## src/rtl/core/ppss_pkg.sv

```systemverilog
// ppss_pkg: shared types, constants and codes for the priority scheduler
// no dependencies
`timescale 1ns / 1ps
package ppss_pkg;
	localparam int SERVERS = 4;
	localparam int PRIORITIES = 2;
	localparam int SW = 3;
	localparam int PW = 4;
	localparam int QW = 6;
	localparam int CW = 32;
	// index widths for the server and per-priority arrays
	localparam int SIW = (SERVERS > 1) ? $clog2(SERVERS) : 1;
	localparam int PIW = $clog2(PRIORITIES);

	localparam logic [1:0] OP_ARRIVE = 2'd0;
	localparam logic [1:0] OP_FINISH = 2'd1;
	localparam logic [1:0] OP_CHECK  = 2'd2;
	localparam logic [1:0] OP_READ   = 2'd3;

	localparam logic [2:0] ACT_START   = 3'd0;
	localparam logic [2:0] ACT_ENQ     = 3'd1;
	localparam logic [2:0] ACT_REFUSE  = 3'd2;
	localparam logic [2:0] ACT_PUSH    = 3'd3;
	localparam logic [2:0] ACT_PREEMPT = 3'd4;
	localparam logic [2:0] ACT_IDLE    = 3'd5;
	localparam logic [2:0] ACT_COUNT   = 3'd6;

	localparam logic REG_QLIMIT = 1'b0;
	localparam logic REG_THRESH = 1'b1;

	typedef enum logic [2:0] {
		ST_IDLE, ST_DECIDE, ST_CHECK, ST_EMIT
	} state_t;

	// input channel payload
	typedef struct packed {
		logic [1:0]    opcode;
		logic [PW-1:0] priority_req;
		logic [SW-1:0] server;
	} in_item_t;

	// output channel payload
	typedef struct packed {
		logic [2:0]    action;
		logic [PW-1:0] action_priority;
		logic [SW-1:0] action_server;
		logic [CW-1:0] arrival_count;
		logic [CW-1:0] refusal_count;
		logic          last;
	} out_item_t;

	typedef struct packed {
		logic [2:0]  action;
		logic [PW-1:0] prio;
		logic [SW-1:0] srv;
		logic [CW-1:0] arr;
		logic [CW-1:0] refc;
		logic        last;
	} result_t;

	// controller -> datapath
	typedef struct packed {
		logic load;    // capture input item
		logic step;    // run one event step on the datapath
		logic chk_next;// advance check server index
		logic chk_init;
	} cmd_t;

	// datapath -> controller
	typedef struct packed {
		logic [1:0] op;
		logic [2:0] nres;   // results produced by this step (0..4)
		logic       chk_done;
	} stat_t;
endpackage

```

## src/rtl/core/ppss_if.sv

```systemverilog
// ppss_if: valid/ready channel carrying one payload
// depends on nothing
`timescale 1ns / 1ps
interface ppss_if #(parameter type payload_t = logic) ();
	logic     valid;
	logic     ready;
	payload_t data;
	modport source (output valid, output data, input ready);
	modport sink (input valid, input data, output ready);
endinterface

```

## src/rtl/core/priority_pushout_server_scheduler_unit.sv

```systemverilog
// priority_pushout_server_scheduler_unit: top level of the priority scheduler
// states: load in IDLE, step in DECIDE, CHECK, then one result a cycle in EMIT
// while out_ready is high; a check tick steps once per server scanned, and
// the scan stops once no later server can be preempted
// one item at a time: a new item is taken only in IDLE, after the last result,
// and output stalls hold the block
// async active-low reset clears queues, servers and counters, registers to 6 and 2
`timescale 1ns / 1ps
module priority_pushout_server_scheduler_unit (
	input  logic        clk,
	input  logic        arst_n,
	input  logic        cfg_we,
	input  logic [0:0]  cfg_idx,
	input  logic [5:0]  cfg_data,
	ppss_if.sink        in_ch,
	ppss_if.source      out_ch
);
	ppss_pkg::cmd_t    cmd;
	ppss_pkg::stat_t   stat;
	ppss_pkg::result_t res [4];
	ppss_pkg::result_t od;

	// datapath holds all scheduler state and computes one event step per command
	ppss_datapath u_dp (
		.clk(clk), .arst_n(arst_n),
		.cfg_we(cfg_we), .cfg_idx(cfg_idx), .cfg_data(cfg_data),
		.in_op(in_ch.data.opcode), .in_prio(in_ch.data.priority_req),
		.in_srv(in_ch.data.server),
		.cmd(cmd), .stat(stat), .res(res)
	);

	// controller sequences transfers and steps
	ppss_ctrl u_ctrl (
		.clk(clk), .arst_n(arst_n),
		.in_valid(in_ch.valid), .in_ready(in_ch.ready),
		.out_valid(out_ch.valid), .out_ready(out_ch.ready),
		.stat(stat), .res(res), .out_data(od), .cmd(cmd)
	);

	assign out_ch.data.action = od.action;
	assign out_ch.data.action_priority = od.prio;
	assign out_ch.data.action_server = od.srv;
	assign out_ch.data.arrival_count = od.arr;
	assign out_ch.data.refusal_count = od.refc;
	assign out_ch.data.last = od.last;
endmodule

```

## src/rtl/core/ppss_datapath.sv

```systemverilog
// ppss_datapath: scheduler state, counters and per-step result generation
// depends on ppss_pkg
`timescale 1ns / 1ps
module ppss_datapath (
	input  logic                clk,
	input  logic                arst_n,
	input  logic                cfg_we,
	input  logic [0:0]          cfg_idx,
	input  logic [5:0]          cfg_data,
	input  logic [1:0]          in_op,
	input  logic [3:0]          in_prio,
	input  logic [2:0]          in_srv,
	input  ppss_pkg::cmd_t      cmd,
	output ppss_pkg::stat_t     stat,
	output ppss_pkg::result_t   res [4]
);
	localparam int S = ppss_pkg::SERVERS;
	localparam int P = ppss_pkg::PRIORITIES;
	localparam int SIW = ppss_pkg::SIW;
	localparam int PIW = ppss_pkg::PIW;

	logic [5:0] qlimit_q, thresh_q;
	logic [5:0] queued_q [P];
	logic [3:0] srvp_q [S];
	logic [31:0] arr_q [P];
	logic [31:0] ref_q [P];
	logic [1:0] op_q;
	logic [3:0] prio_q;
	logic [2:0] srv_q;
	logic [2:0] ci_q;   // check server index
	logic       chk_ok_q; // threshold met when the check tick was taken

	logic [5:0] queued_d [P];
	logic [3:0] srvp_d [S];
	logic       arr_inc [P];
	logic       ref_inc [P];
	ppss_pkg::result_t r [4];
	logic [2:0] n;
	logic [8:0] total;
	logic       pok, found, qhit, later;
	logic [2:0] fs;
	logic [3:0] evp, qp;
	logic [PIW-1:0] pidx, eidx, qidx;

	always_ff @(posedge clk or negedge arst_n) begin
		if (!arst_n) begin
			qlimit_q <= 6'd6;
			thresh_q <= 6'd2;
		end else if (cfg_we) begin
			if (cfg_idx == ppss_pkg::REG_QLIMIT) qlimit_q <= cfg_data;
			else thresh_q <= cfg_data;
		end
	end

	always_ff @(posedge clk) begin
		if (cmd.load) begin
			op_q <= in_op;
			prio_q <= in_prio;
			srv_q <= in_srv;
		end
	end

	// threshold is judged once per check tick, before any server is preempted
	always_ff @(posedge clk or negedge arst_n) begin
		if (!arst_n) begin
			ci_q <= '0;
			chk_ok_q <= 1'b0;
		end else if (cmd.chk_init) begin
			ci_q <= '0;
			chk_ok_q <= queued_q[0] >= thresh_q;
		end else if (cmd.chk_next) ci_q <= ci_q + 3'd1;
	end

	always_ff @(posedge clk or negedge arst_n) begin
		if (!arst_n) begin
			for (int i = 0; i < P; i++) begin
				queued_q[i] <= '0; arr_q[i] <= '0; ref_q[i] <= '0;
			end
			for (int i = 0; i < S; i++) srvp_q[i] <= '0;
		end else if (cmd.step) begin
			for (int i = 0; i < P; i++) begin
				queued_q[i] <= queued_d[i];
				if (arr_inc[i] && arr_q[i] != '1) arr_q[i] <= arr_q[i] + 32'd1;
				if (ref_inc[i] && ref_q[i] != '1) ref_q[i] <= ref_q[i] + 32'd1;
			end
			for (int i = 0; i < S; i++) srvp_q[i] <= srvp_d[i];
		end
	end

	function automatic ppss_pkg::result_t mk(logic [2:0] a, logic [3:0] p, logic [2:0] s);
		ppss_pkg::result_t x;
		x = '0; x.action = a; x.prio = p; x.srv = s;
		return x;
	endfunction

	// next queue and server state and results of one event step; the enqueue of qp emits from slot n
	always_comb begin
		for (int i = 0; i < P; i++) begin
			queued_d[i] = queued_q[i]; arr_inc[i] = 1'b0; ref_inc[i] = 1'b0;
		end
		for (int i = 0; i < S; i++) srvp_d[i] = srvp_q[i];
		for (int i = 0; i < 4; i++) r[i] = '0;
		n = 3'd0; found = 1'b0; fs = '0; evp = '0; qp = '0; qhit = 1'b0; later = 1'b0;
		pidx = PIW'(prio_q - 4'd1);
		eidx = '0; qidx = '0;
		pok = (prio_q >= 4'd1) && (prio_q <= 4'(P));
		total = '0;
		for (int i = 0; i < P; i++) total = total + 9'(queued_q[i]);
		case (op_q)
			ppss_pkg::OP_ARRIVE: begin
				if (!pok) begin
					r[0] = mk(ppss_pkg::ACT_IDLE, 4'd0, 3'd0); n = 3'd1;
				end else begin
					arr_inc[pidx] = 1'b1;
					for (int i = S - 1; i >= 0; i--)
						if (srvp_q[i] == 4'd0) begin found = 1'b1; fs = 3'(i); end
					if (found) begin
						srvp_d[fs[SIW-1:0]] = prio_q;
						r[0] = mk(ppss_pkg::ACT_START, prio_q, fs); n = 3'd1;
						qp = '0;
					end else begin
						qp = prio_q;
						if (queued_q[0] >= thresh_q) begin
							for (int l = 1; l <= P; l++)
								if (4'(l) > prio_q)
									for (int i = S - 1; i >= 0; i--)
										if (srvp_q[i] == 4'(l)) begin
											found = 1'b1; fs = 3'(i); evp = 4'(l);
										end
							// last match wins: lowest priority, then lowest index
						end
						if (found) begin
							srvp_d[fs[SIW-1:0]] = prio_q;
							r[0] = mk(ppss_pkg::ACT_PREEMPT, evp, fs);
							r[1] = mk(ppss_pkg::ACT_START, prio_q, fs);
							n = 3'd2; qp = evp;
						end
					end
				end
			end
			ppss_pkg::OP_FINISH: begin
				if ({1'b0, srv_q} >= 4'(S) || srvp_q[srv_q[SIW-1:0]] == 4'd0) begin
					r[0] = mk(ppss_pkg::ACT_IDLE, 4'd0, srv_q); n = 3'd1;
				end else begin
					srvp_d[srv_q[SIW-1:0]] = 4'd0;
					for (int k = P; k >= 1; k--)
						if (queued_q[k-1] != 6'd0) begin qhit = 1'b1; evp = 4'(k); end
					if (qhit) begin
						eidx = PIW'(evp - 4'd1);
						queued_d[eidx] = queued_q[eidx] - 6'd1;
						srvp_d[srv_q[SIW-1:0]] = evp;
						r[0] = mk(ppss_pkg::ACT_START, evp, srv_q);
					end else r[0] = mk(ppss_pkg::ACT_IDLE, 4'd0, srv_q);
					n = 3'd1;
				end
			end
			ppss_pkg::OP_CHECK: begin
				if (chk_ok_q && srvp_q[ci_q[SIW-1:0]] > 4'd1 && queued_q[0] != 6'd0) begin
					evp = srvp_q[ci_q[SIW-1:0]];
					queued_d[0] = queued_q[0] - 6'd1;
					srvp_d[ci_q[SIW-1:0]] = 4'd1;
					r[0] = mk(ppss_pkg::ACT_PREEMPT, evp, ci_q);
					r[1] = mk(ppss_pkg::ACT_START, 4'd1, ci_q);
					n = 3'd2; qp = evp;
					total = total - 9'd1;
				end
			end
			default: begin
				if (pok) begin
					r[0] = mk(ppss_pkg::ACT_COUNT, prio_q, 3'd0);
					r[0].arr = arr_q[pidx];
					r[0].refc = ref_q[pidx];
				end else r[0] = mk(ppss_pkg::ACT_COUNT, prio_q, 3'd0);
				n = 3'd1;
			end
		endcase
		// shared enqueue of qp
		if (qp != 4'd0) begin
			qidx = PIW'(qp - 4'd1);
			if (total < 9'(qlimit_q)) begin
				queued_d[qidx] = queued_d[qidx] + 6'd1;
				r[n[1:0]] = mk(ppss_pkg::ACT_ENQ, qp, 3'd0);
				n = n + 3'd1;
			end else begin
				qhit = 1'b0; evp = '0;
				for (int l = 1; l <= P; l++)
					if (4'(l) > qp && queued_q[l-1] != 6'd0) begin qhit = 1'b1; evp = 4'(l); end
				if (qhit) begin
					eidx = PIW'(evp - 4'd1);
					queued_d[eidx] = queued_d[eidx] - 6'd1;
					ref_inc[eidx] = 1'b1;
					queued_d[qidx] = queued_d[qidx] + 6'd1;
					r[n[1:0]] = mk(ppss_pkg::ACT_PUSH, evp, 3'd0);
					r[2'(n + 3'd1)] = mk(ppss_pkg::ACT_ENQ, qp, 3'd0);
					n = n + 3'd2;
				end else begin
					ref_inc[qidx] = 1'b1;
					r[n[1:0]] = mk(ppss_pkg::ACT_REFUSE, qp, 3'd0);
					n = n + 3'd1;
				end
			end
		end
		// a later server still gets preempted in this tick only if it is busy
		// below the top priority and top-priority requests remain queued
		for (int j = 0; j < S; j++)
			if (3'(j) > ci_q && srvp_q[j] > 4'd1) later = 1'b1;
		later = later && chk_ok_q && (queued_d[0] != 6'd0);
	end

	// preemption victim search above keeps the lowest matching priority (largest number) and
	// within it the lowest index, matching the scan order

	always_comb begin
		stat.op = op_q;
		stat.nres = n;
		stat.chk_done = (ci_q >= 3'(S - 1)) || !later;
	end

	always_ff @(posedge clk) begin
		if (cmd.step) for (int i = 0; i < 4; i++) res[i] <= r[i];
	end
endmodule

```

## src/rtl/core/ppss_ctrl.sv

```systemverilog
// ppss_ctrl: sequencer for input acceptance, event steps and result delivery
// depends on ppss_pkg
`timescale 1ns / 1ps
module ppss_ctrl (
	input  logic               clk,
	input  logic               arst_n,
	input  logic               in_valid,
	output logic               in_ready,
	output logic               out_valid,
	input  logic               out_ready,
	input  ppss_pkg::stat_t    stat,
	input  ppss_pkg::result_t  res [4],
	output ppss_pkg::result_t  out_data,
	output ppss_pkg::cmd_t     cmd
);
	ppss_pkg::state_t state_q, state_d;
	logic [2:0] cnt_q, idx_q;
	logic       any_q, more_q;
	logic [2:0] n_s1;
	logic       chk_s1;

	always_ff @(posedge clk or negedge arst_n) begin
		if (!arst_n) state_q <= ppss_pkg::ST_IDLE;
		else state_q <= state_d;
	end

	// n and check status registered with the step
	always_ff @(posedge clk or negedge arst_n) begin
		if (!arst_n) begin
			n_s1 <= '0; chk_s1 <= 1'b0;
		end else if (cmd.step) begin
			n_s1 <= stat.nres; chk_s1 <= stat.chk_done;
		end
	end

	always_comb begin
		state_d = state_q;
		case (state_q)
			ppss_pkg::ST_IDLE: if (in_valid) state_d = ppss_pkg::ST_DECIDE;
			ppss_pkg::ST_DECIDE: state_d = ppss_pkg::ST_CHECK;
			ppss_pkg::ST_CHECK: begin
				if (n_s1 != 3'd0) state_d = ppss_pkg::ST_EMIT;
				else if (stat.op != ppss_pkg::OP_CHECK || chk_s1) begin
					state_d = any_q ? ppss_pkg::ST_IDLE : ppss_pkg::ST_EMIT;
				end else state_d = ppss_pkg::ST_DECIDE;
			end
			ppss_pkg::ST_EMIT: if (out_ready && idx_q + 3'd1 >= cnt_q) begin
				state_d = more_q ? ppss_pkg::ST_DECIDE : ppss_pkg::ST_IDLE;
			end
			default: state_d = ppss_pkg::ST_IDLE;
		endcase
	end

	always_ff @(posedge clk or negedge arst_n) begin
		if (!arst_n) begin
			cnt_q <= '0; idx_q <= '0; any_q <= 1'b0; more_q <= 1'b0;
		end else begin
			case (state_q)
				ppss_pkg::ST_IDLE: any_q <= 1'b0;
				ppss_pkg::ST_CHECK: begin
					idx_q <= '0;
					if (n_s1 != 3'd0) begin
						cnt_q <= n_s1; any_q <= 1'b1;
						more_q <= stat.op == ppss_pkg::OP_CHECK && !chk_s1;
					end else if (!any_q && (stat.op != ppss_pkg::OP_CHECK || chk_s1)) begin
						cnt_q <= 3'd0; more_q <= 1'b0;
					end
				end
				ppss_pkg::ST_EMIT: if (out_ready) idx_q <= idx_q + 3'd1;
				default: ;
			endcase
		end
	end

	always_comb begin
		cmd = '0;
		in_ready = 1'b0;
		out_valid = 1'b0;
		out_data = '0;
		case (state_q)
			ppss_pkg::ST_IDLE: begin
				in_ready = 1'b1;
				cmd.load = in_valid; cmd.chk_init = in_valid;
			end
			ppss_pkg::ST_DECIDE: cmd.step = 1'b1;
			ppss_pkg::ST_CHECK: cmd.chk_next = (n_s1 == 3'd0) && !chk_s1;
			ppss_pkg::ST_EMIT: begin
				out_valid = 1'b1;
				if (cnt_q == 3'd0) begin
					out_data = '0;
					out_data.action = ppss_pkg::ACT_IDLE;
					out_data.last = 1'b1;
				end else begin
					out_data = res[idx_q[1:0]];
					out_data.last = (idx_q + 3'd1 >= cnt_q) && !more_q;
				end
				cmd.chk_next = out_ready && (idx_q + 3'd1 >= cnt_q) && more_q;
			end
			default: ;
		endcase
	end
endmodule

```

## src/flat_wrapper.sv

```systemverilog
// flat-port wrapper written by rule: the top's interface ports become plain ports
module priority_pushout_server_scheduler_unit_flat 
  (clk, arst_n, cfg_we, cfg_idx, cfg_data, in_ch_valid, in_ch_data, in_ch_ready, out_ch_valid, out_ch_data, out_ch_ready);
  ppss_if #(.payload_t(ppss_pkg::in_item_t)) in_ch_i ();
  ppss_if #(.payload_t(ppss_pkg::out_item_t)) out_ch_i ();
  input  logic clk;
  input  logic arst_n;
  input  logic cfg_we;
  input  logic [0:0] cfg_idx;
  input  logic [5:0] cfg_data;
  input wire logic [$bits(in_ch_i.valid)-1:0] in_ch_valid;
  input wire logic [$bits(in_ch_i.data)-1:0] in_ch_data;
  output wire logic [$bits(in_ch_i.ready)-1:0] in_ch_ready;
  output wire logic [$bits(out_ch_i.valid)-1:0] out_ch_valid;
  output wire logic [$bits(out_ch_i.data)-1:0] out_ch_data;
  input wire logic [$bits(out_ch_i.ready)-1:0] out_ch_ready;
  assign in_ch_i.valid = in_ch_valid;
  assign in_ch_i.data = in_ch_data;
  assign in_ch_ready = in_ch_i.ready;
  assign out_ch_valid = out_ch_i.valid;
  assign out_ch_data = out_ch_i.data;
  assign out_ch_i.ready = out_ch_ready;
  priority_pushout_server_scheduler_unit u_core (.clk(clk), .arst_n(arst_n), .cfg_we(cfg_we), .cfg_idx(cfg_idx), .cfg_data(cfg_data), .in_ch(in_ch_i), .out_ch(out_ch_i));
endmodule
```

## config.mk

```make
export PLATFORM = sky130hd
export DESIGN_NAME = priority_pushout_server_scheduler_unit_flat
export DESIGN_NICKNAME = d
export VERILOG_FILES = /design/src/rtl/core/ppss_pkg.sv /design/src/rtl/core/ppss_if.sv /design/src/rtl/core/priority_pushout_server_scheduler_unit.sv /design/src/rtl/core/ppss_datapath.sv /design/src/rtl/core/ppss_ctrl.sv /design/src/flat_wrapper.sv
export SDC_FILE = /design/constraint.sdc
export NUM_CORES = 1
export LEC_CHECK = 0
export ABC_AREA = 1
export BUFFER_PORTS_ARGS = -buffer_cell sky130_fd_sc_hd__buf_2
export CORE_ASPECT_RATIO = 1.1
export CORE_MARGIN = 2
export CORE_UTILIZATION = 40
export DETAILED_ROUTE_END_ITERATION = 7
export HOLD_SLACK_MARGIN = 0.03
export PLACE_DENSITY = 0.61
export SLEW_MARGIN = 20
export SYNTH_ARGS = -nofsm -noshare
export SYNTH_HDL_FRONTEND = slang
export SYNTH_SLANG_ARGS = --single-unit
```

## constraint.sdc

```tcl
create_clock -name clk -period 4.8 [get_ports clk]
set_clock_uncertainty 0.2 [all_clocks]
set_input_delay 0.24 -clock clk [delete_from_list [all_inputs] [get_ports clk]]
set_output_delay 0.24 -clock clk [all_outputs]
set_load 0.03 [all_outputs]
```

# Word-level counts from Yosys, hierarchy flattened
# Cells that the tools add are included.
# Widths: inputs -> output; s select.
[word_totals] register_bits=496 inputBits=21 output_inout_bits=77
[op_classes] n_reduce_logical=68 eq_ne=26 magnitude_cmp=41 bitwise=17 addsub=19 mux=206
[op_table] operator="$bwmux 300" count=4
[op_table] operator="$mux 300" count=3
[op_table] operator="$mux 75" count=12
[op_table] operator="$demux 75 s2" count=2
[op_table] operator="$mux 150" count=2
[op_table] operator="$pmux 75 s3" count=1
[op_table] operator="$mux 32" count=6
[op_table] operator="$bmux 75 s2" count=1
[op_table] operator="$pmux 75 s2" count=1
[op_table] operator="$add 32x1->32 const B" count=4
[op_table] operator="$ne 32x32->1 const B" count=4
[op_table] operator="$mux 4" count=28
[op_table] operator="$mux 6" count=17
[op_table] operator="$mux 16" count=6
[op_table] operator="$mux 3" count=29
[op_table] operator="$mux 65" count=1
[op_table] operator="$mux 12" count=5
[op_table] operator="$bwmux 12" count=4
[op_table] operator="$bwmux 16" count=3
[op_table] operator="$pmux 16 s3" count=1
[op_table] operator="$mux 1" count=45
[op_table] operator="$demux 4 s2" count=4
[op_table] operator="$logic_and 1x1->1" count=31
[op_table] operator="$mux 2" count=14
[op_table] operator="59 further kinds" count=149

# Logic depth before layout (Yosys ltp)
# Gate-level depths: netlist of run 1.
[logic_depth] depth_word=44 ltp_mapped=32

# Hierarchy
# A second synthesis of run 1 with hierarchy kept.
[unflattened] hier_cells=2766 area_unflattened_um2=21006.4
[modules_own_cells] module="ppss_datapath" instances=1 seq_area_each_um2=7430.9 area_each_um2=17659.4 cells_each=2086
[modules_own_cells] module="ppss_ctrl" instances=1 seq_area_each_um2=350.3 area_each_um2=3347.0 cells_each=680

# Worst setup path after synthesis of run 1
# OpenSTA, ideal clock, no wires.
[synth_path] path_kind="reg-to-reg" start="reg u_core.u_ctrl.state_q[1]" end="reg u_core.u_dp.res[143] (netlist name)" setup_ns=0.495 slack_ns=0.680 synth_period_minus_slack_ns=4.120 arrival_ns=3.425 t_required_ns=4.105 stages_incl_launch_ff=3 cell_sequence="dfrtp_1 > nor2_2 > clkbuf_1"
[synth_via] elab_chain_len=2
[synth_rtl] item="from (decl)" line="ppss_ctrl.sv:16" source="ppss_pkg::state_t state_q, state_d;"
[synth_rtl] item="from (signal assigned)" line="ppss_ctrl.sv:23" source="if (!arst_n) state_q <= ppss_pkg::ST_IDLE;"
[synth_rtl] item="from (signal assigned)" line="ppss_ctrl.sv:24" source="else state_q <= state_d;"
[synth_rtl] item="$eq 3x1->1" line="ppss_ctrl.sv:80" source="case (state_q)"
[synth_rtl] item="$mux 1" line="ppss_ctrl.sv:80"
# Every way passes these cells.
# A chain may end at the register's enable or synchronous reset.

# Final worst setup path of run 1
[layout_path] start="reg u_core.u_dp.queued_q[2] (netlist bit)" end="reg u_core.u_dp.ref_q[61] (netlist bit)"
[layout_via] elab_chain_len=16
[layout_rtl] item="from (decl)" line="ppss_datapath.sv:23" source="logic [5:0] queued_q [P];"
[layout_rtl] item="from (signal, indexed assignment)" line="ppss_datapath.sv:82" source="queued_q[i] <= queued_d[i];"
[layout_rtl] item="parallel branches: the longest is 12 deep, another holds $lt 9x6->1"
[layout_rtl] item="$mux 2 (*)" line="ppss_datapath.sv:180" source="if (total < 9'(qlimit_q)) begin"
[layout_rtl] item="$mux 2 (*)" line="ppss_datapath.sv:178" source="if (qp != 4'd0) begin"
[layout_rtl] item="$logic_and 1x1->1 (*)" line="ppss_datapath.sv:84" source="if (ref_inc[i] && ref_q[i] != '1) ref_q[i] <= ref_q[i] + 32'd1;"
[layout_rtl] item="$reduce_and 2->1 (no line) (*)"
[layout_rtl] item="to (signal, indexed assignment)" line="ppss_datapath.sv:77" source="queued_q[i] <= '0; arr_q[i] <= '0; ref_q[i] <= '0;"
[layout_rtl] item="to (decl)" line="ppss_datapath.sv:26" source="logic [31:0] ref_q [P];"
# Mark *: on every way between the ends. The select of a mux whose other input is x is not followed.

==> results of run 1 <==
## sequential cells by signal, indices dropped and copies added (netlist names), 2 cells and up
signal,count
u_core.u_dp.srvp_q,16
u_core.u_dp.queued_q,12
u_core.u_ctrl.cnt_q,3
u_core.u_dp.thresh_q,6
u_core.u_ctrl.idx_q,3
u_core.u_dp.arr_q,64
u_core.u_dp.prio_q,4
u_core.u_dp.qlimit_q,6
u_core.u_dp.ci_q,3
u_core.u_dp.ref_q,64
u_core.u_ctrl.state_q,2
u_core.u_dp.res,95
u_core.u_dp.srv_q,3
u_core.u_dp.op_q,2
u_core.u_ctrl.n_s1,3
## power by group
part	internal, µW	switching (µW)	leakage [µW]
combinational	1520	3600	0.00510
clock	1380	1050	0.000503
sequential	3040	326	0.00357
## area by class of cell
cell class | instances | area [µm²] | share of cell area [%]
sequential | 290 | 7785 | 38.55
multi-input combinational | 1596 | 8605 | 42.61
clock inverter | 20 | 140.1 | 0.6940
inverter | 255 | 962.2 | 4.765
clock buffer | 42 | 890.9 | 4.412
tap | 574 | 718.2 | 3.557
timing repair buffer | 162 | 1091 | 5.403
## how the worst max path moves through the flow
stage                                               startpoint                            endpoint  cells past startpoint
after floorplan           u_core.u_ctrl.state_q[1]$_DFFE_PN0P_  u_core.u_dp.res[143]$_SDFFCE_PP0P_                      2
after global placement     u_core.u_dp.queued_q[6]$_DFFE_PN0P_    u_core.u_ctrl.chk_s1$_DFFE_PN0P_                     28
after detailed placement   u_core.u_dp.queued_q[6]$_DFFE_PN0P_    u_core.u_ctrl.chk_s1$_DFFE_PN0P_                     28
after CTS                  u_core.u_dp.queued_q[6]$_DFFE_PN0P_    u_core.u_ctrl.chk_s1$_DFFE_PN0P_                     28
after global routing           u_core.u_dp.ci_q[0]$_DFFE_PN0P_   u_core.u_dp.ref_q[61]$_DFFE_PN0P_                     29
final                      u_core.u_dp.queued_q[2]$_DFFE_PN0P_   u_core.u_dp.ref_q[61]$_DFFE_PN0P_                     27
## cells by family (layout without fill, tap and decap cells)
family	after synthesis	count (layout)	share of synthesized area [%]
xor+xnor	133	133	6.639
fa+ha+maj	46	46	3.323
flops	290	290	44.35
mux	2	2	0.1141
compound gates	327	327	11.12
simple gates	1088	1088	27.31
buf+inv	321	479	7.138
## repair_timing
action,in CTS,in global routing
gates resized for setup,0,22
hold buffers,22,0
hold endpoints to repair,132,0
setup endpoints to repair,0,92
buffers inserted,0,5
## cells in the final DEF (no fill, tap or decap), types with 66 or more instances in the layout
| cell | n |
|---|---|
| o21ai_0 | 127 |
| edfxtp_1 | 104 |
| nand2_1 | 482 |
| nor2_1 | 303 |
| nand3_1 | 117 |
| a22oi_1 | 72 |
| xor2_1 | 88 |
| inv_1 | 236 |
| a21oi_1 | 66 |
| dfrtp_1 | 180 |
| buf_2 | 96 |
## metal layers
| layer | up-vias | GRT usage, % |
|---|---|---|
| li1 | 7596 | - |
| met1 | 7213 | 28.09 |
| met2 | 449 | 36.77 |
| met3 | 117 | 3.419 |
| met4 | 0 | 8.006 |
| met5 | - | 0 |
## through the flow
| step | instance area, µm² | power, µW | util [%] | instances |
|---|---|---|---|---|
| 2_1_floorplan | 17550 | 6853 | - | 2207 |
| 3_3_place_gp | 18810 | 8326 | 43.41 | 2849 |
| 3_5_place_dp | 18810 | 8380 | 43.41 | 2849 |
| 4_1_cts | 20060 | 10880 | 46.29 | 2933 |
| 5_1_grt | 20190 | 11760 | 46.59 | 2939 |
| 6_report | 20190 | 10920 | 46.59 | 2939 |
==> results_dict.tcl, run 1 <==
set metrics [dict create \
    hp-class "in -> async" \
    start_util_pct 40.48 \
    setup_tns_ns 0 \
    io_buffers 97 \
    max_freq_mhz 222.1 \
    rows 80 \
    synth_top_area_share_pct 26.10 \
    path_class "reg -> reg" \
    synth_edf_count 104 \
    relSlewSlack_pct 32.10 \
    first_iter_violations 1165 \
    wl_met3_um 2461 \
    routedWlPerCell_um 16.61 \
    timing.rr.start "u_core.u_dp.queued_q[2]$_DFFE_PN0P_" \
    crit_top_cell "nand2_1" \
    post-route-min-period_ns 4.502 \
    grt_pass1_vias 15095 \
    cts_tree "yes" \
    worstPathRequired_ns 5.03 \
    final-setup-viol-count 0 \
    cp.arrival_ns 4.73 \
    dpl.hpwl_um 36480 \
    synth_ff_type "dfrtp_1" \
    finalCritPeriodShare_pct 93.79 \
    synth.most_common_cell "nand2_1" \
    vias 15375 \
    pin_count 98 \
    wl_met1_um 21480 \
    dp_slack_ns 0.1297 \
    critical_path.top_delay_family "simple AND/OR/NAND/NOR gates" \
    fin_ws_ns 0.2983 \
    syn_nets 2274 \
    yosys.cell_types.count 64 \
    wl_um 48830 \
    vdd_drop_max_uv 345.6 \
    grt_start_max_net_pins 108 \
    dieWidth_um 203.7 \
    drive_gt1_share_pct 11.63 \
    cp-end-kind "flop" \
    crit_slowest_cell "dfrtp_1" \
    maxUsedRoutingLayer "met4" \
    synth_area_um2 17550 \
    yosysSeqAreaShare_pct 44.35 \
    path_max_fanout 9 \
    wl_met2_um 23100 \
    synthToLayoutAreaGrowth_pct 15.08 \
    gp_congestion 0.9762 \
    n_fill_cell 4278 \
    power.leakage_uw 0.009174 \
    status "complete, no violations" \
    via_per_inst 5.231 \
    worst_pin_slew_ns 1.016 \
    ys_seq_elements 290 \
    grt_pass1_wl_um 79010 \
    grt_antenna_before_repair 0 \
    cts_buffers 34 \
    core_area_um2 43340 \
    clockBufferDepth 3 \
    final_nets 2406 \
    worstRegToRegCells 27 \
    clock-sinks 290 \
    ff2ff_setup_slack_ns 0.30 \
    firstDrtPassIters 7 \
    hold_viol 0 \
    synth_area_leaders "dfrtp_1 (26%), edfxtp_1 (18%), nand2_1 (10%)" \
    rr_endpoint "u_core.u_dp.ref_q[61]$_DFFE_PN0P_" \
    yosysWarnings 0 \
    synth_top_area_cell "dfrtp_1" \
    diodes 0 \
    syn_inst 2207 \
    htree_levels 2 \
    async_flop_share_pct 64.14 \
    power_density_nw_per_um2 540.8 \
    dieArea_um2 45560 \
    die_h_um 223.7 \
    slew_violations 0 \
    cp_num_buf_inv 4 \
    crit_path_start_kind "flop" \
    grt-ovfl-total 0 \
    slowest_delay_ns 0.41 \
    clk_pin_slew_ns 0.06 \
    drtAntennaViolNets 0 \
    hold-worst-slack_ns 0.1726 \
    syn_area_per_cell_um2 7.950 \
    drc_errors 0 \
    clock_latency_ns 0.55 \
    max_cap_viol_count 0 \
    track_usage_pct 21.75 \
    cts_root_buf "clkbuf_16" \
    netlist_top_cells_count "nand2_1 (486), nor2_1 (310), inv_1 (237)" \
]
(Power assumes the default switching activity.)
==> run 2: changes to the inputs <==
--- a/config.mk
+++ b/config.mk
@@ -7,12 +7,12 @@
 export LEC_CHECK = 0
 export ABC_AREA = 1
 export BUFFER_PORTS_ARGS = -buffer_cell sky130_fd_sc_hd__buf_2
-export CORE_ASPECT_RATIO = 1.1
 export CORE_MARGIN = 2
 export CORE_UTILIZATION = 40
 export DETAILED_ROUTE_END_ITERATION = 7
 export HOLD_SLACK_MARGIN = 0.03
 export PLACE_DENSITY = 0.61
+export SKIP_LAST_GASP = 1
 export SLEW_MARGIN = 20
 export SYNTH_ARGS = -nofsm -noshare
 export SYNTH_HDL_FRONTEND = slang
==> constraint.sdc (replaced) <==
create_clock -name clk -period 5 [get_ports clk]
set_clock_uncertainty 0.2 [all_clocks]
set_input_delay 0.25 -clock clk [delete_from_list [all_inputs] [get_ports clk]]
set_output_delay 0.25 -clock clk [all_outputs]
set_load 0.03 [all_outputs]
==> run 2 against run 1 <==
Against the previous run:
- clock power is 3% higher
- routed wire length decreased by 1.0%
- combinational power shrank 6.2%
- critical path type unchanged
- largest power group unchanged
==> results_dict.tcl, run 2 (same netlist as run 1, synthesis figures left out) <==
set metrics [dict create \
    drive_gt1_share_pct 11.14 \
    hold_viol 0 \
    layout_commonest_cell "nand2_1" \
    grt_pass1_vias 14994 \
    grt_pass1_wl_um 78270 \
    wl_um 48340 \
    power_density_nw_per_um2 523.2 \
    n_fill_cell 4321 \
    relSlewSlack_pct 37.07 \
    crit_slowest_cell "dfrtp_1" \
    clock_latency_ns 0.54 \
    layout_common_cells "nand2_1 (484), nor2_1 (307), inv_1 (236)" \
    grt_antenna_before_repair 0 \
    synthToLayoutAreaGrowth_pct 14.95 \
    seqCellArea_um2 7784 \
    gp_congestion 0.9477 \
    cp-end-kind "flop" \
    firstDrtPassIters 6 \
    cp.arrival_ns 4.87 \
    track_usage_pct 21.62 \
    post-route-min-period_ns 4.623 \
    setup_tns_ns 0 \
    clock-sinks 290 \
    dp.cells 2856 \
    drc_errors 0 \
    grtUsageMet3_pct 2.753 \
    pin_count 98 \
    routedWlPerCell_um 16.41 \
    worst_pin_slew_ns 0.9439 \
    clk_pin_slew_ns 0.07 \
    dpl-instance-area_um2 18780 \
    vias 15422 \
    reg_top3 "u_core.u_dp.res x95, u_core.u_dp.arr_q x64, u_core.u_dp.ref_q x64" \
    power.leakage_uw 0.009170 \
    drtAntennaViolNets 0 \
    path_max_fanout 16 \
    max_cap_viol_count 0 \
    path_class "reg -> reg" \
    core_area_um2 43170 \
    finalCritPeriodShare_pct 92.46 \
    htree_levels 2 \
    diodes 0 \
    via_per_inst 5.235 \
    clockBufferDepth 3 \
    dieWidth_um 213.4 \
    max_freq_mhz 216.3 \
    first_iter_violations 1043 \
    hp-class "in -> async" \
    grt_util_met1_pct 28.98 \
    crit_top_cell "nand2_1" \
    rows 76 \
    worstRegToRegCells 31 \
    die_h_um 213.4 \
    cts_buffers 35 \
    grt-ovfl-total 0 \
    final-setup-viol-count 0 \
    rsz0062_at_grt "false" \
    fin_area_um2 20170 \
    regMostFlops "u_core.u_dp.res" \
    io_buffers 97 \
    stdcell_count 2946 \
    vdd_drop_max_uv 342.3 \
    crit_path_start_kind "flop" \
    grtUsageMet2_pct 35.71 \
    largest_reg_flops 95 \
    dpl.hpwl_um 35720 \
    worstPathRequired_ns 5.25 \
    multi_input_area_um2 8547 \
    dieArea_um2 45550 \
    grt_start_max_net_pins 121 \
    start_util_pct 40.64 \
    final_nets 2402 \
    cts_tree "yes" \
    slew_violations 0 \
    status "complete, no violations" \
    grt_busiest_layer "met2" \
    cts_root_buf "clkbuf_16" \
    slowest_delay_ns 0.42 \
]
## run 2: cell types whose count changed in the layout (fill, tap and decap cells not counted), sizes merged
cell    before  now
bufinv       1    3
inv        253  252
clkinv      19   15
clkbuf      43   47
buf        139  134
## run 2: where the power goes
part / internal (µW) / switching [µW] / total, µW
registers: 2920 / 316 / 3240
clock network: 1470 / 1030 / 2510
logic: 1420 / 3390 / 4810
total: 5810 / 4740 / 10600
## run 2: routing by layer
metal | share of wire, % | vias up
li1 | - | 7594
met1 | 46 | 7306
met2 | 46 | 427
met3 | 4.7 | 95
met4 | 3.4 | 0
met5 | 0 | -
## run 2: through the flow
| stage | setup slack, ns | power, µW | utilization (%) | hold slack [ns] |
|---|---|---|---|---|
| 2_1_floorplan | 0.8798 | 6579 | - | -0.2456 |
| 3_3_place_gp | 0.4375 | 7951 | 43.51 | 0.1015 |
| 3_5_place_dp | 0.2826 | 7998 | 43.51 | 0.09880 |
| 4_1_cts | 0.2461 | 10560 | 46.61 | 0.04469 |
| 5_1_grt | 0.007246 | 11320 | 46.72 | 0.1200 |
| 6_report | 0.3768 | 10550 | 46.72 | 0.06194 |
## run 2: worst paths after layout
check | startpoint | to | slack, ns
setup / recovery | u_core.u_dp.queued_q[6]$_DFFE_PN0P_ | u_core.u_ctrl.chk_s1$_DFFE_PN0P_ | 0.38
hold / removal | arst_n | u_core.u_dp.queued_q[3]$_DFFE_PN0P_ | 0.06
setup reg to reg | u_core.u_dp.queued_q[6]$_DFFE_PN0P_ | u_core.u_ctrl.chk_s1$_DFFE_PN0P_ | 0.38
max in group asynchronous | arst_n | u_core.u_dp.ref_q[54]$_DFFE_PN0P_ | 3.44
min in group clk | cfg_idx | u_core.u_dp.qlimit_q[1]$_DFFE_PN1P_ | 0.06
hold reg to reg | u_core.u_dp.thresh_q[5]$_DFFE_PN0P_ | u_core.u_dp.thresh_q[5]$_DFFE_PN0P_ | 0.29
## run 2: critical path: cells and delay by family, from the launching register on
family / cells / cell delay [ns]
fa+ha+maj: 4 / 1.06
compound gates: 5 / 0.72
flops: 1 / 0.42
buf+inv: 4 / 0.51
simple gates: 18 / 1.60
## run 2: final cells by class
cell class                      count  share of cell area (%)
Tap cell                          585                   3.629
Clock inverter                     17                  0.9367
Multi-Input combinational cell   1596                   42.38
Sequential cell                   290                   38.59
Inverter                          255                   4.789
Clock buffer                       46                   4.597
Timing Repair Buffer              157                   5.081
## run 2: timing repair
item / CTS / global route
endpoints found under the hold margin: 92 / 0
buffers inserted: 0 / 5
gates resized for setup: 0 / 6
hold buffers: 22 / 0
endpoints found under the setup margin: 0 / 18
==> run 3: changes to the inputs <==
--- a/config.mk
+++ b/config.mk
@@ -11,7 +11,8 @@
 export CORE_UTILIZATION = 40
 export DETAILED_ROUTE_END_ITERATION = 7
 export HOLD_SLACK_MARGIN = 0.03
-export PLACE_DENSITY = 0.61
+export MAX_ROUTING_LAYER = met4
+export SETUP_SLACK_MARGIN = 0.2
 export SKIP_LAST_GASP = 1
 export SLEW_MARGIN = 20
 export SYNTH_ARGS = -nofsm -noshare
==> run 3 against run 2 <==
Against the previous run:
- maximum frequency is 2.4% higher
- final cell count is 0.34% higher
- highest routed layer unchanged
- combinational power is 5.2% higher
- sequential share of layout area is 0.31 points lower
- core utilization is 0.40 points higher
==> results_dict.tcl, run 3 (same netlist as run 1, synthesis figures left out) <==
set metrics [dict create \
    path_class "reg -> reg" \
    routedWlPerCell_um 16.85 \
    hold_viol 0 \
    vdd_drop_max_uv 391.4 \
    start_util_pct 40.64 \
    hold-worst-slack_ns 0.1575 \
    slew_violations 0 \
    post-route-min-period_ns 4.515 \
    status "complete, no violations" \
    htree_levels 2 \
    dpl.hpwl_um 36990 \
    core_area_um2 43170 \
    setup_tns_ns 0 \
    grt_antenna_before_repair 0 \
    pin_count 98 \
    drive_gt1_share_pct 12.02 \
    max_cap_viol_count 0 \
    layout_commonest_cell "nand2_1" \
    gp_congestion 0.9730 \
    drtAntennaViolNets 0 \
    io_buffers 97 \
    largest_reg_flops 95 \
    rows 76 \
    clock-sinks 290 \
    regMostFlops "u_core.u_dp.res" \
    grt_pass1_vias 14858 \
    dieWidth_um 213.4 \
    cp.arrival_ns 4.80 \
    power.leakage_uw 0.009248 \
    grt_pass1_wl_um 80010 \
    worstRegToRegCells 29 \
    power_density_nw_per_um2 532.7 \
    cp_num_buf_inv 3 \
    final_nets 2411 \
    worstPathRequired_ns 5.28 \
    slowest_delay_ns 0.43 \
    diodes 0 \
    crit_top_cell "nand2_1" \
    wl_um 49810 \
    firstDrtPassIters 6 \
    ff2ff_setup_slack_ns 0.48 \
    crit_slowest_cell "dfrtp_1" \
    worst_pin_slew_ns 0.9632 \
    first_iter_violations 1274 \
    clockBufferDepth 3 \
    track_usage_pct 23.00 \
    dieArea_um2 45550 \
    die_h_um 213.4 \
    cts_tree "yes" \
    clk_pin_slew_ns 0.06 \
    hp-class "in -> async" \
    relSlewSlack_pct 35.63 \
    layout_common_cells "nand2_1 (480), nor2_1 (305), inv_1 (236)" \
    critical_path.top_delay_family "simple AND/OR/NAND/NOR gates" \
    path_max_fanout 6 \
    dp.cells 2853 \
    cts_root_buf "clkbuf_16" \
    cp-end-kind "flop" \
    grt_start_max_net_pins 104 \
    clock_latency_ns 0.56 \
    grt-ovfl-total 0 \
    synthToLayoutAreaGrowth_pct 15.95 \
    final-setup-viol-count 0 \
    reg_top3 "u_core.u_dp.res x95, u_core.u_dp.arr_q x64, u_core.u_dp.ref_q x64" \
    timing.rr.start "u_core.u_dp.queued_q[6]$_DFFE_PN0P_" \
    via_per_inst 5.202 \
    vias 15377 \
    finalCritPeriodShare_pct 90.30 \
    cts_buffers 35 \
    rsz0062_at_grt "false" \
    rr_endpoint "u_core.u_ctrl.chk_s1$_DFFE_PN0P_" \
    max_freq_mhz 221.5 \
    crit_path_start_kind "flop" \
    stdcell_count 2956 \
    drc_errors 0 \
]
run 3: area by class of cell:
class,count,area (µm²)
timing repair buffer,166,1095
sequential,290,7787
tap,585,732.0
clock buffer,49,969.7
clock inverter,15,158.9
multi-input combinational,1596,8636
inverter,255,964.7
fill,4335,22830
run 3: worst register-to-register path, delay by kind of cell, from the launching register on:
family / cells / cell delay [ns]
flip-flops: 1 / 0.43
AO/OA/AOI/OAI: 5 / 0.65
adder cells (fa/ha/maj): 3 / 0.82
AND/OR/NAND/NOR: 18 / 1.99
buffers and inverters: 3 / 0.33
run 3: metal layers:
metal / up-vias / track usage, % / wire length, µm
met2: 462 / 36.35 / 23060
met5: - / - / 0
met3: 93 / 2.871 / 2495
li1: 7596 / - / -
met1: 7226 / 31.01 / 23040
met4: 0 / 6.992 / 1206
run 3: what timing repair did:
item                                    CTS  global route
gates resized for setup                   0            29
hold buffers                             24             0
endpoints found under the setup margin    0           111
endpoints found under the hold margin   126             0
buffers inserted                          0            15
run 3: worst max path at each step:
stage,start,endpoint,slack (ns),cells after the start
after floorplan,u_core.u_ctrl.state_q[1]$_DFFE_PN0P_,u_core.u_dp.res[143]$_SDFFCE_PP0P_,0.88,2
after global placement,u_core.u_dp.queued_q[6]$_DFFE_PN0P_,u_core.u_ctrl.chk_s1$_DFFE_PN0P_,0.43,32
after detailed placement,u_core.u_dp.queued_q[6]$_DFFE_PN0P_,u_core.u_ctrl.chk_s1$_DFFE_PN0P_,0.25,28
after CTS,u_core.u_dp.queued_q[6]$_DFFE_PN0P_,u_core.u_ctrl.chk_s1$_DFFE_PN0P_,0.23,28
after global routing,u_core.u_dp.queued_q[6]$_DFFE_PN0P_,u_core.u_ctrl.chk_s1$_DFFE_PN0P_,0.15,31
final,u_core.u_dp.queued_q[6]$_DFFE_PN0P_,u_core.u_ctrl.chk_s1$_DFFE_PN0P_,0.48,29
run 3: stage by stage:
step,setup WS (ns),area (µm²),power [µW],utilization [%]
final,0.4850,20340,10840,47.12
after global routing,0.1505,20340,11640,47.12
after CTS,0.2297,20130,10650,46.63
after detailed placement,0.2462,18760,8057,43.46
after global placement,0.4285,18760,8020,43.46
after floorplan,0.8798,17550,6579,-
run 3: report_power, final:
group          switching [µW]  total (µW)  internal [µW]
Combinational            3530        5060           1530
Clock                    1050        2530           1480
Sequential                320        3240           2920
